### src/hdl/aqss_pkg.sv
// ============================================================================
// aqss_pkg
// Shared types and constants for the quiet-region spectrum smoother.
// ============================================================================
package aqss_pkg;

  // Longest frame; the bin at MAX_BINS-1 always closes the frame.
  localparam int MAX_BINS = 1024;
  localparam int POS_W    = (MAX_BINS > 1) ? $clog2(MAX_BINS) : 1;

  // Widths of the internal arithmetic.
  localparam int DIFF_W = 21;  // weighted tap sum minus k times the center
  localparam int Q_W    = 17;  // weight, unsigned Q1.16
  localparam int NUM_W  = 39;  // diff times weight
  localparam int U_W    = 23;  // biased quotient input for the divide by ten
  localparam int E10_W  = 20;  // quotient of the divide by ten

  // dB thresholds in Q7.8.
  localparam int VIEW_OFFSET = 7680;  // 30 dB below the view top
  localparam int T_SAT       = 8960;  // 35 dB
  localparam int SPAN_QUIET  = 3584;  // 14 dB

  // Weight limits.
  localparam int Q_ONE      = 65536;
  localparam int Q_PASS_MAX = 65;     // q * 1000 <= 65536

  // Reciprocals for the constant divides.
  localparam int M35    = (1 << 27) / 35;
  localparam int M7     = (1 << 24) / 7;
  localparam int M10    = (1 << 27) / 10;
  localparam int Y_BIAS = 10 * (1 << 19);
  localparam int Y_UNBIAS = 1 << 19;

  // Rounding offsets for the two blend divisors.
  localparam int HALF_K4  = 4 * 32768;
  localparam int HALF_K10 = 10 * 32768;

  typedef enum logic [1:0] {
    KIND_PASS,
    KIND_K4,
    KIND_K10
  } aqss_kind_t;

  typedef struct packed {
    logic signed [15:0] bin_db;
    logic               frame_last;
  } aqss_in_t;

  typedef struct packed {
    logic signed [15:0] smoothed_db;
    logic               out_last;
  } aqss_out_t;

  // Commands from the controller to the datapath.
  typedef struct packed {
    logic       shift;        // accepted input beat enters the window
    logic       step_window;  // max, min, tap sum, weight terms
    logic       step_recip;   // reciprocal products
    logic       step_weight;  // quotient correction and weight
    logic       step_mult;    // diff times weight
    logic       step_scale;   // divide by k
    logic       emit;         // load the output register
    logic [1:0] offset;       // distance of the result bin from the newest bin
    logic [2:0] pclip;        // bins before the newest one, clipped at four
  } aqss_cmd_t;

  typedef struct packed {
    logic out_free;
  } aqss_status_t;

endpackage

### src/hdl/aqss_ctrl.sv
// ============================================================================
// aqss_ctrl
// Sequencer: takes input beats, tracks the frame position and runs each
// result through the datapath steps.
// ============================================================================
module aqss_ctrl
  import aqss_pkg::*;
(
  input  logic         clk,
  input  logic         rst,
  input  logic         in_valid,
  input  logic         frame_last,
  output logic         in_ready,
  input  aqss_status_t status,
  output aqss_cmd_t    cmd
);

  typedef enum logic [1:0] {
    ST_IDLE,
    ST_CALC,
    ST_EMIT
  } state_t;

  state_t           state;
  logic [2:0]       step;
  logic [POS_W-1:0] pos;
  logic             cur_last;
  logic [1:0]       offset;
  logic [2:0]       pclip;

  logic accept;
  logic last_now;

  assign in_ready = (state == ST_IDLE);
  assign accept   = in_valid && in_ready;
  assign last_now = frame_last || (pos == POS_W'(MAX_BINS - 1));

  // Commands decoded from the sequencer state.
  always_comb begin
    cmd             = '0;
    cmd.shift       = accept;
    cmd.offset      = offset;
    cmd.pclip       = pclip;
    cmd.step_window = (state == ST_CALC) && (step == 3'd0);
    cmd.step_recip  = (state == ST_CALC) && (step == 3'd1);
    cmd.step_weight = (state == ST_CALC) && (step == 3'd2);
    cmd.step_mult   = (state == ST_CALC) && (step == 3'd3);
    cmd.step_scale  = (state == ST_CALC) && (step == 3'd4);
    cmd.emit        = (state == ST_EMIT) && status.out_free;
  end

  // State and position registers.
  always_ff @(posedge clk) begin
    if (rst) begin
      state    <= ST_IDLE;
      step     <= 3'd0;
      pos      <= '0;
      cur_last <= 1'b0;
      offset   <= 2'd0;
      pclip    <= 3'd0;
    end else begin
      unique case (state)
        ST_IDLE: begin
          if (accept) begin
            cur_last <= last_now;
            pclip    <= (int'(pos) >= 4) ? 3'd4 : 3'(pos);
            pos      <= last_now ? '0 : pos + 1'b1;
            step     <= 3'd0;
            // The first result of this beat, if it yields any.
            if (int'(pos) >= 2) begin
              offset <= 2'd2;
              state  <= ST_CALC;
            end else if (last_now) begin
              offset <= (int'(pos) >= 1) ? 2'd1 : 2'd0;
              state  <= ST_CALC;
            end
          end
        end
        ST_CALC: begin
          if (step == 3'd4) begin
            state <= ST_EMIT;
          end else begin
            step <= step + 3'd1;
          end
        end
        ST_EMIT: begin
          if (status.out_free) begin
            step <= 3'd0;
            // A closing beat flushes the two younger bins as well.
            if (offset == 2'd2 && cur_last) begin
              offset <= 2'd1;
              state  <= ST_CALC;
            end else if (offset == 2'd1) begin
              offset <= 2'd0;
              state  <= ST_CALC;
            end else begin
              state <= ST_IDLE;
            end
          end
        end
        default: begin
          state <= ST_IDLE;
        end
      endcase
    end
  end

endmodule

### config.mk
export PLATFORM = sky130hd
export DESIGN_NAME = aqss_ctrl
export DESIGN_NICKNAME = d
export VERILOG_FILES = /design/src/hdl/aqss_pkg.sv /design/src/hdl/aqss_ctrl.sv
export SDC_FILE = /design/constraint.sdc
export NUM_CORES = 1
export LEC_CHECK = 0
export ABC_AREA = 1
export BUFFER_PORTS_ARGS = -buffer_cell sky130_fd_sc_hd__buf_2
export CORE_MARGIN = 2
export CORE_UTILIZATION = 41
export CTS_CLUSTER_SIZE = 30
export DETAILED_ROUTE_END_ITERATION = 8
export GPL_ROUTABILITY_DRIVEN = 0
export PLACE_DENSITY = 0.62
export RECOVER_POWER = 100
export SETUP_SLACK_MARGIN = 0.2
export SLEW_MARGIN = 10
export SYNTH_ARGS = -nofsm -noshare
export SYNTH_HDL_FRONTEND = slang
export SYNTH_SLANG_ARGS = --single-unit
### constraint.sdc
create_clock -name clk -period 1.2 [get_ports clk]
set_input_delay 0.24 -clock clk [delete_from_list [all_inputs] [get_ports clk]]
set_output_delay 0.24 -clock clk [all_outputs]
set_load 0.1 [all_outputs]
# --- After elaboration in Yosys (flattened, before gate mapping) ---
# Cells that the tools add are included.
classes:
  n_addsub: 2
  order_cmp: 3
  n_eq_ne: 15
  n_mux: 22
  n_reduce_logical: 17
ops:
  columns: ["op", "n"]
  rows:
  - ["$mux 2", 11]
  - ["$mux 3", 4]
  - ["$add 10x1->10 const B", 1]
  - ["$eq 10x10->1 const B", 1]
  - ["$ge 10x1->1 const B", 1]
  - ["$ge 10x2->1 const B", 1]
  - ["$ge 10x3->1 const B", 1]
  - ["$mux 10", 1]
  - ["$pmux 3 s3", 1]
  - ["$logic_and 1x1->1", 8]
  - ["$reduce_and 4->1", 2]
  - ["$eq 3x2->1 const B", 2]
  - ["$ne 3x1->1 const B", 2]
  - ["$pmux 2 s3", 1]
  - ["$reduce_and 5->1", 1]
  - ["$eq 2x1->1 const B", 2]
  - ["$eq 2x2->1 const B", 2]
  - ["$ne 2x1->1 const B", 2]
  - ["$ne 2x2->1 const B", 2]
  - ["$pmux 2 s2", 1]
  - ["$add 3x1->3 const B", 1]
  - ["$eq 3x1->1 const B", 1]
  - ["$eq 3x3->1 const B", 1]
  - ["$logic_not 3->1", 1]
  - ["other kinds (6)", 8]
totals:
  reg_bits: 21
  out_inout_bits: 13

# --- Longest topological paths before layout ---
# Gate-level depths: netlist of the first run.
depth:
  ltp_word: 6
  mapped_depth: 9

# --- Worst setup path before layout of the first run ---
# No wires, ideal clock.
synth_path:
  kind: "register to register"
  from: "register state[0]"
  to: "register state[1]"
  t_arrival_ns: 2.250
  required_time_ns: 1.130
  path_slack_ns: -1.120
  path_stages_with_launch: 7
  n_path_buf: 0
  period_less_slack_ns: 2.320
  path_cell_list: "dfxtp_1 -> inv_1 -> nor2_1 -> inv_1 -> nor2_1 -> inv_1 -> a21oi_1"
synth_between:
  elab_chain_len: 4
  elab_cells_between_ends: 10
  classes_between: "eq/ne (6); mux (1); reduce/logical (3)"
synth_lines:
  columns: ["item", "line_no", "rtl"]
  rows:
  - ["start, declared", "aqss_ctrl.sv:24", "state_t state;"]
  - ["start signal, assigned", "aqss_ctrl.sv:55", "state <= ST_IDLE;"]
  - ["start signal, assigned", "aqss_ctrl.sv:72", "state <= ST_CALC;"]
  - ["start signal, assigned", "aqss_ctrl.sv:75", "state <= ST_CALC;"]
  - ["$logic_not 2->1", "aqss_ctrl.sv:34, aqss_ctrl.sv:62", null]
  - ["$logic_and 1x1->1", "aqss_ctrl.sv:35", "assign accept = in_valid && in_ready;"]
  - ["$ne 2x1->1 (no line)", null, null]
  - ["$reduce_and 4->1 (no line)", null, null]
# Several ways; a longest one is shown, not always the timed one.
# A chain may end at the register's enable or synchronous reset.

==> impl_results.md, run 1 <==
- Worst Hold Class: in2reg
- Worst-Skew Late Latency: 0.35 ns
- CP Data Required Time: 0.96 ns
- Max Cap Violations: 0
- Max frequency: 590 MHz
- Fill cells: 115
- Startpoint types: flop
- Reg-to-reg slack, setup: -0.48 ns
- FF+latch count, synth: 21
- CP cell instances: inv_2 -> ha_4 -> nand2_4 -> buf_6 -> nor2_4 -> buf_12
- Largest net degree at the start of global routing: 13
- Synth area leader: dfxtp_1
- Worst clock skew: 0.00637 ns
- Die extent in y: 58.6 um
- CTS Buf Count: 3
- Final slew viol count: 0
- Fin worst setup slack: -0.494 ns
- Failing checks: DRC, setup timing
- GRT Total Usage: 30.7%
- Syn avg cell area: 6.87 um^2
- RSZ-0062 raised after global routing: yes
- Worst Hold Path EP: pos[1]
- Crit path DAT: 1.45 ns
- Longest Clk Path Bufs: 2
- Synth Warn #: 0
- Hold Path Cell Cnt: 4
- First-pass GRT wire length: 7.85 mm
- Pre-Repair DR Iteration Count: 7
- Netlist Area Pre-Place: 0.00122 mm^2
- Most common cell in the netlist: nand2_1
- Synth top area cells: dfxtp_1 34%, nand2_1 11%, nor2_1 10%
- Status: complete, but fails checks
- Final Hold Viols: 0
- Min cycle time layout: 1.69 ns
- ANT cells: 0
- CP max stage delay: 0.37 ns
- Placed insts: 251
- Clock sinks: 21
- Wl on met1: 2.24 mm
- Clock-pin slew on the worst setup and hold paths: 0.14 ns
- # port buffers: 17
- Crit. End Element: primary output
- # setup viols final: 28
- EDFF count, synth: 0
- Initial Utilization: 43.6%
- Leak: 1.13 nW
- NumNets Final: 269
- Number of global-route vias before repair: 1645
- Vias per Instance: 5.71
- Worst slew margin: 66.7%
- Reg2Reg Launch Point: step[1]
- Synth top area share: 34.4%
- # rows: 19
- Antenna viol nets, final: 0
- CTS tree: built
- Worst Hold Launch: frame_last
- Async SR Flop Fraction: 0%
- Top Metal Used: met4
- Drt wl/cell: 21.2 um
- Post-synth top cells: 35 x nand2_1, 33 x nor2_1, 28 x inv_1
- Fin cells: 286
- CP max FO: 3
- Pwr/cell area: 884 mW/mm^2
- Area Overhead vs Synth: 106%
- Layout cells sized above 1: 69.4%
- Critical path start-end classification: reg2out
- Worst reg2reg endpoint: state[1]
- Crit-path slowest cell: dfxtp_2
- Routed wl met3: 425 um
- Clock root buffer: clkbuf_4
- Initial DRC count: 119
- Core area: 0.00281 mm^2
- H-tree depth: 1
- Fin crit share: 141%
- Routed wire length: 6.07 mm
- Distinct cells, synth: 28
- Mapped Cells: 178
- VDD IR max: 968 uV
- Final HPWL DP: 2.35 mm
- Sequential area share after synthesis: 34.4%
- Io pins: 18
- Die area: 0.00344 mm^2
- R2R depth: 13
- Die width: 58.6 um
- Congestion Overflow GR: 0
- Initial antenna violation count: 0
- DRC viols: 1
- WHS: 0.232 ns
- Worst-margin pin slew: 0.499 ns
- Post-synth top flop: dfxtp_1
- Hold_buf cts: 0
- Vias: 1633
- WL met2: 3.07 mm
- Synth Net Count: 191
per-stage QoR:
step / setup TNS, ns / total power, mW / utilization [%] / cell area [um^2] / setup WS [ns]
6_report: -9.41 / 2.23 / 89.8 / 2520 / -0.494
5_1_grt: -10.49 / 2.28 / 89.8 / 2520 / -0.525
4_1_cts: -5.94 / 2.00 / 80.5 / 2260 / -0.412
3_5_place_dp: -4.56 / 1.46 / 64.3 / 1800 / -0.238
3_3_place_gp: -3.81 / 1.44 / 64.3 / 1800 / -0.223
2_1_floorplan: -9.46 / 1.22 / - / 1300 / -0.520
flip-flops by register name, summed over array words and instances, names as in the netlist:
name,flops
cur_last,1
state,2
step,3
pos,10
offset,2
pclip,3
placed cells by master, fill, tap and decap left out, drive strengths merged:
cell	count
clkbuf	3
nor2	36
a211oi	1
a21oi	16
xor2	3
o211ai	1
clkinv	2
buf	76
o21ai	8
nor4	1
nor3	4
inv	28
nor3b	2
ha	8
nand2	37
nand4	1
nand3	7
dfxtp	21
metal layers:
| layer | GRT usage, % | vias up |
|---|---|---|
| met4 | 20.8 | 0 |
| met2 | 55.2 | 103 |
| met1 | 32.2 | 781 |
| li1 | - | 713 |
| met3 | 5.49 | 36 |
| met5 | 0 | - |
report_power, final:
| part | switching [mW] | total [mW] | internal, mW |
|---|---|---|---|
| Combinational | 0.621 | 1.04 | 0.421 |
| Clock | 0.286 | 0.412 | 0.126 |
| Sequential | 0.0421 | 0.771 | 0.729 |
| Total | 0.949 | 2.23 | 1.28 |
cells by family (layout without fill, tap and decap cells):
kind of cell | count (synthesis) | in the layout | synth area share [%]
compound gates | 26 | 26 | 11.7
fa+ha+maj | 8 | 8 | 8.18
flops | 21 | 21 | 34.4
simple gates | 88 | 88 | 32.9
buf+inv | 32 | 109 | 10.7
xor+xnor | 3 | 3 | 2.15
worst max-delay path by stage:
stage | end | startpoint | slack, ns | cells after the start
5_1_grt | cmd[6] | step[0] | -0.53 | 6
6_report | cmd[6] | step[1] | -0.49 | 6
3_5_place_dp | cmd[11] | state[1] | -0.24 | 5
2_1_floorplan | pos[9] | state[1] | -0.52 | 7
4_1_cts | cmd[6] | step[1] | -0.41 | 6
3_3_place_gp | cmd[11] | state[1] | -0.22 | 5
critical path, delay by kind of cell (launching register included):
kind	cells	cell delay, ns
adders and majority gates	1	0.15
DFF	1	0.37
buffers and inverters	3	0.41
and+or+nand+nor	2	0.17
what timing repair did:
action | 4_1_cts | 5_1_grt
gates resized for setup | 81 | 52
setup buffers | 18 | 13
setup endpoints to repair | 34 | 34
pin swaps | 28 | 25
cell type report:
cell class	count	area (um^2)	area share, %
inverter	29	119	4.72
clock inverter	1	5.00	0.199
tap	31	38.8	1.54
sequential	21	452	17.9
multi-input combinational	125	1050	41.5
clock buffer	3	22.5	0.894
timing repair buffer	76	836	33.2
(Power assumes the default switching activity.)
==> inputs of run 2 (changes only) <==
Settings changed: PLACE_DENSITY 0.62 to 0.6.
Clock period 1.2 ns to 1.85 ns, I/O delays scaled along.
==> run 2 against run 1 <==
  * The flow finishes with violations (DRC)
  * Non-clock buffer count fell by 53
  * Critical path depth shrank 1
  * Largest cell class unchanged
  * Via count shrank 29%
  * Sequential power fell by 36%
==> impl_results.md, run 2 (same netlist as run 1, synthesis figures left out) <==
- Status: complete, but fails checks (unchanged)
- Failing checks: DRC (was DRC, setup timing)
- DP Area: 0.00145 mm^2 (was 0.00180 mm^2)
- Initial DRC count: 36 (was 119)
- Min cycle time layout: 1.70 ns
- Final Hold Viols: 0 (unchanged)
- Worst slew margin: 64.2% (was 66.7%)
- Fin crit share: 92.2%
- Io pins: 18 (unchanged)
- Initial Utilization: 43.6% (unchanged)
- Number of global-route vias before repair: 1116 (was 1645)
- Pre-Repair DR Iteration Count: 6 (was 7)
- CTS tree: built (unchanged)
- Startpoint types: flop (unchanged)
- VDD IR max: 375 uV (was 968 uV)
- Clock sinks: 21 (unchanged)
- Drt wl/cell: 11.7 um (was 21.2 um)
- Power, Total: 1.10 mW (was 2.23 mW)
- Worst-margin pin slew: 0.540 ns (was 0.499 ns)
- Top reg by flops: pos (unchanged)
- Layout cells sized above 1: 30.7% (was 69.4%)
- Fin cells: 233 (was 286)
- First-pass GRT wire length: 4.78 mm (was 7.85 mm)
- Worst Hold Class: in2reg (unchanged)
- Comb pwr share: 33.6% (was 46.8%)
- Clk pwr share: 21.2% (was 18.5%)
- Hold Path Cell Cnt: 2 (was 4)
- Crit path DAT: 1.33 ns (was 1.45 ns)
- Worst Hold Launch: rst (was frame_last)
- WHS: 0.327 ns (was 0.232 ns)
- Placed insts: 225 (was 251)
- R2R depth: 8 (was 13)
- Routed wire length: 2.73 mm (was 6.07 mm)
- Most frequent cells in the layout: 31 x nand2_1, 26 x nor2_1, 21 x inv_1, 16 x dfxtp_1, 15 x a21oi_1 (was 32 x buf_4, 24 x buf_6, 19 x nand2_1, 17 x inv_1, 16 x nor2_1)
- H-tree depth: 1 (unchanged)
- Worst clock skew: 0.0121 ns (was 0.00637 ns)
- Final instance area: 0.00158 mm^2 (was 0.00252 mm^2)
- Worst Hold Path EP: pclip[0] (was pos[1])
- Vias per Instance: 4.99 (was 5.71)
- CP Data Required Time: 1.48 ns (was 0.96 ns)
- Antenna viol nets, final: 0 (unchanged)
- Initial antenna violation count: 0 (unchanged)
- # rows: 19 (unchanged)
- CP max stage delay: 0.39 ns (was 0.37 ns)
- Pre-CTS setup slack: 0.325 ns (was -0.238 ns)
- Most common cell after layout, fill and taps aside: nand2_1 (was buf_4)
- Largest net degree at the start of global routing: 13 (unchanged)
- Die extent in y: 58.6 um (unchanged)
- Net Sw Frac: 40.6% (was 42.6%)
- Biggest regs: pos: 10 flops, pclip: 3 flops, step: 3 flops (unchanged)
- Internal Power: 0.654 mW (was 1.28 mW)
- RSZ-0062 raised after global routing: yes (unchanged)
- Reg2Reg Launch Point: state[1] (was step[1])
- Die width: 58.6 um (unchanged)
- Crit-path slowest cell: dfxtp_4 (was dfxtp_2)
- Worst reg2reg endpoint: pos[8] (was state[1])
- Die area: 0.00344 mm^2 (unchanged)
- Reg-to-reg slack, setup: 0.26 ns (was -0.48 ns)
- Max reg flops: 10 (unchanged)
- CP cell instances: inv_4 -> ha_2 -> nand2_2 -> nor2_4 -> buf_6 (was inv_2 -> ha_4 -> nand2_4 -> buf_6 -> nor2_4 -> buf_12)
- Longest Clk Path Bufs: 2 (unchanged)
- Post-layout util: 56.4% (was 89.8%)
- DRC viols: 1 (unchanged)
- Critical path start-end classification: reg2out (unchanged)
- Vias: 1163 (was 1633)
- Final slew viol count: 0 (unchanged)
- Core area: 0.00281 mm^2 (unchanged)
- Clock root buffer: clkbuf_4 (unchanged)
- # port buffers: 17 (unchanged)
- # setup viols final: 0 (was 28)
- Pwr/cell area: 696 mW/mm^2 (was 884 mW/mm^2)
- Fin worst setup slack: 0.145 ns (was -0.494 ns)
- Congestion Overflow GR: 0 (unchanged)
- Sequential Power Share: 45.2% (was 34.6%)
- Max Cap Violations: 0 (unchanged)
- Area Overhead vs Synth: 29.2% (was 106%)
- Post-Route Setup TNS: 0 ns (was -9.41 ns)
- GRT Total Usage: 18.1% (was 30.7%)
- CTS Buf Count: 3 (unchanged)
- Worst-Skew Late Latency: 0.31 ns (was 0.35 ns)
- Final HPWL DP: 2.02 mm (was 2.35 mm)
- Net Sw Power: 0.447 mW (was 0.949 mW)
- Hold_buf cts: 0 (unchanged)
- Max frequency: 587 MHz
- Leak: 0.713 nW (was 1.13 nW)
- Clock-pin slew on the worst setup and hold paths: 0.13 ns (was 0.14 ns)
- Crit. End Element: primary output (unchanged)
- ANT cells: 0 (unchanged)
- CP max FO: 4 (was 3)
- NumNets Final: 216 (was 269)
-- run 2: cell count changes in the layout (fill, tap and decap cells not counted), sizes merged --
| cell | previous run | this run |
|---|---|---|
| buf | 76 | 17 |
| clkbuf | 3 | 9 |
-- run 2: area by class of cell --
cell class / instances / area [um^2]
timing repair buffer: 23 / 179
multi-input combinational: 125 / 786
clock buffer: 3 / 22.5
clock inverter: 1 / 5.00
fill: 275 / 1220
tap: 31 / 38.8
inverter: 29 / 119
sequential: 21 / 432
-- run 2: worst max-delay path: cells and delay by family (launching register included) --
family        cells  cell delay, ns
flops             1            0.39
buf+inv           2            0.29
simple gates      2            0.18
fa+ha+maj         1            0.16
-- run 2: layer usage --
layer	part of all wire, %	track usage, %	vias up
met5	0	0	-
met4	1.6	8.44	0
met3	3.3	2.42	5
met2	47	29.4	17
met1	48	23.9	534
li1	-	-	607
-- run 2: worst max-delay path by stage --
stage	start	endpoint	cells after the start
global route	step[0]	cmd[8]	5
finish	step[0]	cmd[8]	5
detailed placement	step[0]	step[2]	8
global placement	state[1]	cmd[5]	3
CTS	step[0]	cmd[8]	5
floorplan	state[0]	cmd[6]	4
-- run 2: power groups by stage --
stage          Sequential, mW  Combinational [mW]  Clock [mW]
6_report                0.497               0.370       0.234
4_1_cts                 0.496               0.369       0.237
5_1_grt                 0.501               0.398       0.256
2_1_floorplan           0.558               0.211           0
3_5_place_dp            0.503               0.333           0
3_3_place_gp            0.501               0.328           0
-- run 2: repair_timing --
item,in CTS,in global routing
gates resized for setup,34,9
hold endpoints to repair,0,0
pin swaps,7,7
setup buffers,2,2
setup endpoints to repair,8,8
cloned,0,0
==> inputs of run 3 (changes only) <==
--- a/config.mk
+++ b/config.mk
@@ -15,3 +15,2 @@
 export PLACE_DENSITY = 0.6
-export RECOVER_POWER = 100
 export SETUP_SLACK_MARGIN = 0.2
==> constraint.sdc (replaced) <==
create_clock -name clk -period 1.85 [get_ports clk]
set_input_delay 0.555 -clock clk [delete_from_list [all_inputs] [get_ports clk]]
set_output_delay 0.555 -clock clk [all_outputs]
set_load 0.1 [all_outputs]
==> run 3 against run 2 <==
  * The run ends with setup timing left
  * Global-route usage decreased by 0.68 points
  * Non-clock buffer count increased by 2
  * Critical path depth did not move
  * Combinational power up 12%
  * Largest power group unchanged
==> impl_results.md, run 3 (same netlist as run 1, synthesis figures left out) <==
- Status: complete, but fails checks (unchanged)
- Failing checks: setup timing (was DRC)
- Top reg by flops: pos (unchanged)
- Crit path DAT: 1.30 ns (was 1.33 ns)
- Final instance area: 0.00170 mm^2 (was 0.00158 mm^2)
- Routed wire length: 2.68 mm (was 2.73 mm)
- Net Sw Power: 0.452 mW (was 0.447 mW)
- Worst slew margin: 80.4% (was 64.2%)
- Worst-Skew Late Latency: 0.31 ns (about the same)
- # port buffers: 17 (unchanged)
- Crit. End Element: primary output (unchanged)
- Multi-input logic area: 786 um^2 (unchanged)
- Worst clock skew: 0.00100 ns (was 0.0121 ns)
- Core area: 0.00281 mm^2 (unchanged)
- Die width: 58.6 um (unchanged)
- Startpoint types: flop (unchanged)
- Max reg flops: 10 (unchanged)
- H-tree depth: 1 (unchanged)
- Internal Power: 0.689 mW (was 0.654 mW)
- Final slew viol count: 0 (unchanged)
- Max frequency: 540 MHz (was 587 MHz)
- Clk pwr share: 20.1% (was 21.2%)
- Fill cells: 241 (was 275)
- # setup viols final: 1 (was 0)
- Fin cells: 235 (was 233)
- CTS Buf Count: 3 (unchanged)
- Initial DRC count: 38 (was 36)
- Layout cells sized above 1: 32.4% (was 30.7%)
- CTS tree: built (unchanged)
- Antenna viol nets, final: 0 (unchanged)
- Vias: 1165 (was 1163)
- Post-Route Setup TNS: -0.000412 ns (was 0 ns)
- Critical path start-end classification: reg2out (unchanged)
- Placed insts: 225 (unchanged)
- Most common cell after layout, fill and taps aside: nand2_1 (unchanged)
- Number of global-route vias before repair: 1098 (was 1116)
- Final HPWL DP: 1.91 mm (was 2.02 mm)
- Largest net degree at the start of global routing: 13 (unchanged)
- Fin crit share: 100% (was 92.2%)
- Clock sinks: 21 (unchanged)
- ANT cells: 0 (unchanged)
- Post-layout util: 60.6% (was 56.4%)
- Hold_buf cts: 0 (unchanged)
- RSZ-0062 raised after global routing: yes (unchanged)
- DP Area: 0.00150 mm^2 (was 0.00145 mm^2)
- Comb pwr share: 36.4% (was 33.6%)
- VDD IR max: 346 uV (was 375 uV)
- Sequential Power Share: 43.5% (was 45.2%)
- Pre-Repair DR Iteration Count: 4 (was 6)
- Most frequent cells in the layout: 33 x nand2_1, 26 x nor2_1, 21 x inv_1, 15 x dfxtp_1, 14 x a21oi_1 (was 31 x nand2_1, 26 x nor2_1, 21 x inv_1, 16 x dfxtp_1, 15 x a21oi_1)
- Io pins: 18 (unchanged)
- GRT Total Usage: 17.5% (was 18.1%)
- Worst-margin pin slew: 0.294 ns (was 0.540 ns)
- DRC viols: 0 (was 1)
- CP max FO: 4 (unchanged)
- Max Cap Violations: 0 (unchanged)
- CP Data Required Time: 1.29 ns (was 1.48 ns)
- Area Overhead vs Synth: 38.9% (was 29.2%)
- Biggest regs: pos: 10 flops, pclip: 3 flops, step: 3 flops (unchanged)
- Net Sw Frac: 39.6% (was 40.6%)
- Longest Clk Path Bufs: 2 (unchanged)
- Leak: 0.750 nW (was 0.713 nW)
- Die extent in y: 58.6 um (unchanged)
- First-pass GRT wire length: 4.66 mm (was 4.78 mm)
- Worst Hold Class: reg2reg (was in2reg)
- FF/Latch Area: 438 um^2 (was 432 um^2)
- Pwr/cell area: 672 mW/mm^2 (was 696 mW/mm^2)
- Congestion Overflow GR: 0 (unchanged)
- Vias per Instance: 4.96 (was 4.99)
- Clock-pin slew on the worst setup and hold paths: 0.12 ns (was 0.13 ns)
- NumNets Final: 218 (was 216)
- Final Hold Viols: 0 (unchanged)
- WHS: 0.483 ns (was 0.327 ns)
- Initial Utilization: 43.6% (unchanged)
- Min cycle time layout: 1.85 ns (was 1.70 ns)
- Initial antenna violation count: 0 (unchanged)
- Drt wl/cell: 11.4 um (was 11.7 um)
- Fin worst setup slack: -0.000412 ns (was 0.145 ns)
- # rows: 19 (unchanged)
- Clock root buffer: clkbuf_4 (unchanged)
- Die area: 0.00344 mm^2 (unchanged)
[run 3: changes by cell type in the layout (fill, tap and decap cells not counted), moves of 3 or more]
cell      previous run  this run
buf_4                5        11
clkbuf_2             5         0
buf_12               1         8
buf_6                6         2
nand2_2              4         1
[run 3: critical path, stage by stage (launching register included)]
cell and delay (ns):
dfxtp_4 0.39, inv_4 0.07, ha_1 0.13, nand2_1 0.09, nor2_4 0.12, buf_12 0.18
[run 3: worst paths after layout]
kind              startpoint        to  slack (ns)  cells past startpoint
setup / recovery     step[0]    cmd[8]     -0.0004                      5
hold / removal      pclip[0]  pclip[0]        0.48                      2
setup reg to reg    state[0]    pos[9]        0.35                      8
hold reg to reg     pclip[0]  pclip[0]        0.48                      2
[run 3: power groups by stage]
stage / sequential (mW) / clock [mW] / combinational (mW)
after floorplan: 0.558 / 0 / 0.231
after global placement: 0.501 / 0 / 0.352
after detailed placement: 0.502 / 0 / 0.354
after CTS: 0.497 / 0.238 / 0.400
after global routing: 0.499 / 0.253 / 0.442
final: 0.497 / 0.230 / 0.415
[run 3: timing repair]
item,4_1_cts,5_1_grt
pin swaps,10,4
gates resized for setup,38,2
endpoints found under the setup margin,13,9
buffers inserted,2,4
[run 3: metal layers]
| metal | wire length [um] | up-vias | track usage, % |
|---|---|---|---|
| li1 | - | 610 | - |
| met1 | 1320 | 530 | 23.2 |
| met2 | 1230 | 21 | 28.4 |
| met3 | 113 | 4 | 4.40 |
| met4 | 26 | 0 | 4.55 |
| met5 | 0 | - | 0 |
[run 3: area by class of cell]
type | count | area share [%]
clock buffers | 3 | 1.33
clock inverters | 1 | 0.295
inverters | 29 | 7.29
multi-input cells | 125 | 46.2
flip-flops and latches | 21 | 25.8
well taps | 31 | 2.28
repair buffers | 25 | 16.8
[run 3: per-stage QoR]
stage / total power [mW] / setup slack, ns
after floorplan: 0.789 / -0.0284
after global placement: 0.853 / 0.245
after detailed placement: 0.856 / 0.219
after CTS: 1.14 / -0.00855
after global routing: 1.19 / -0.0577
final: 1.14 / -0.000412
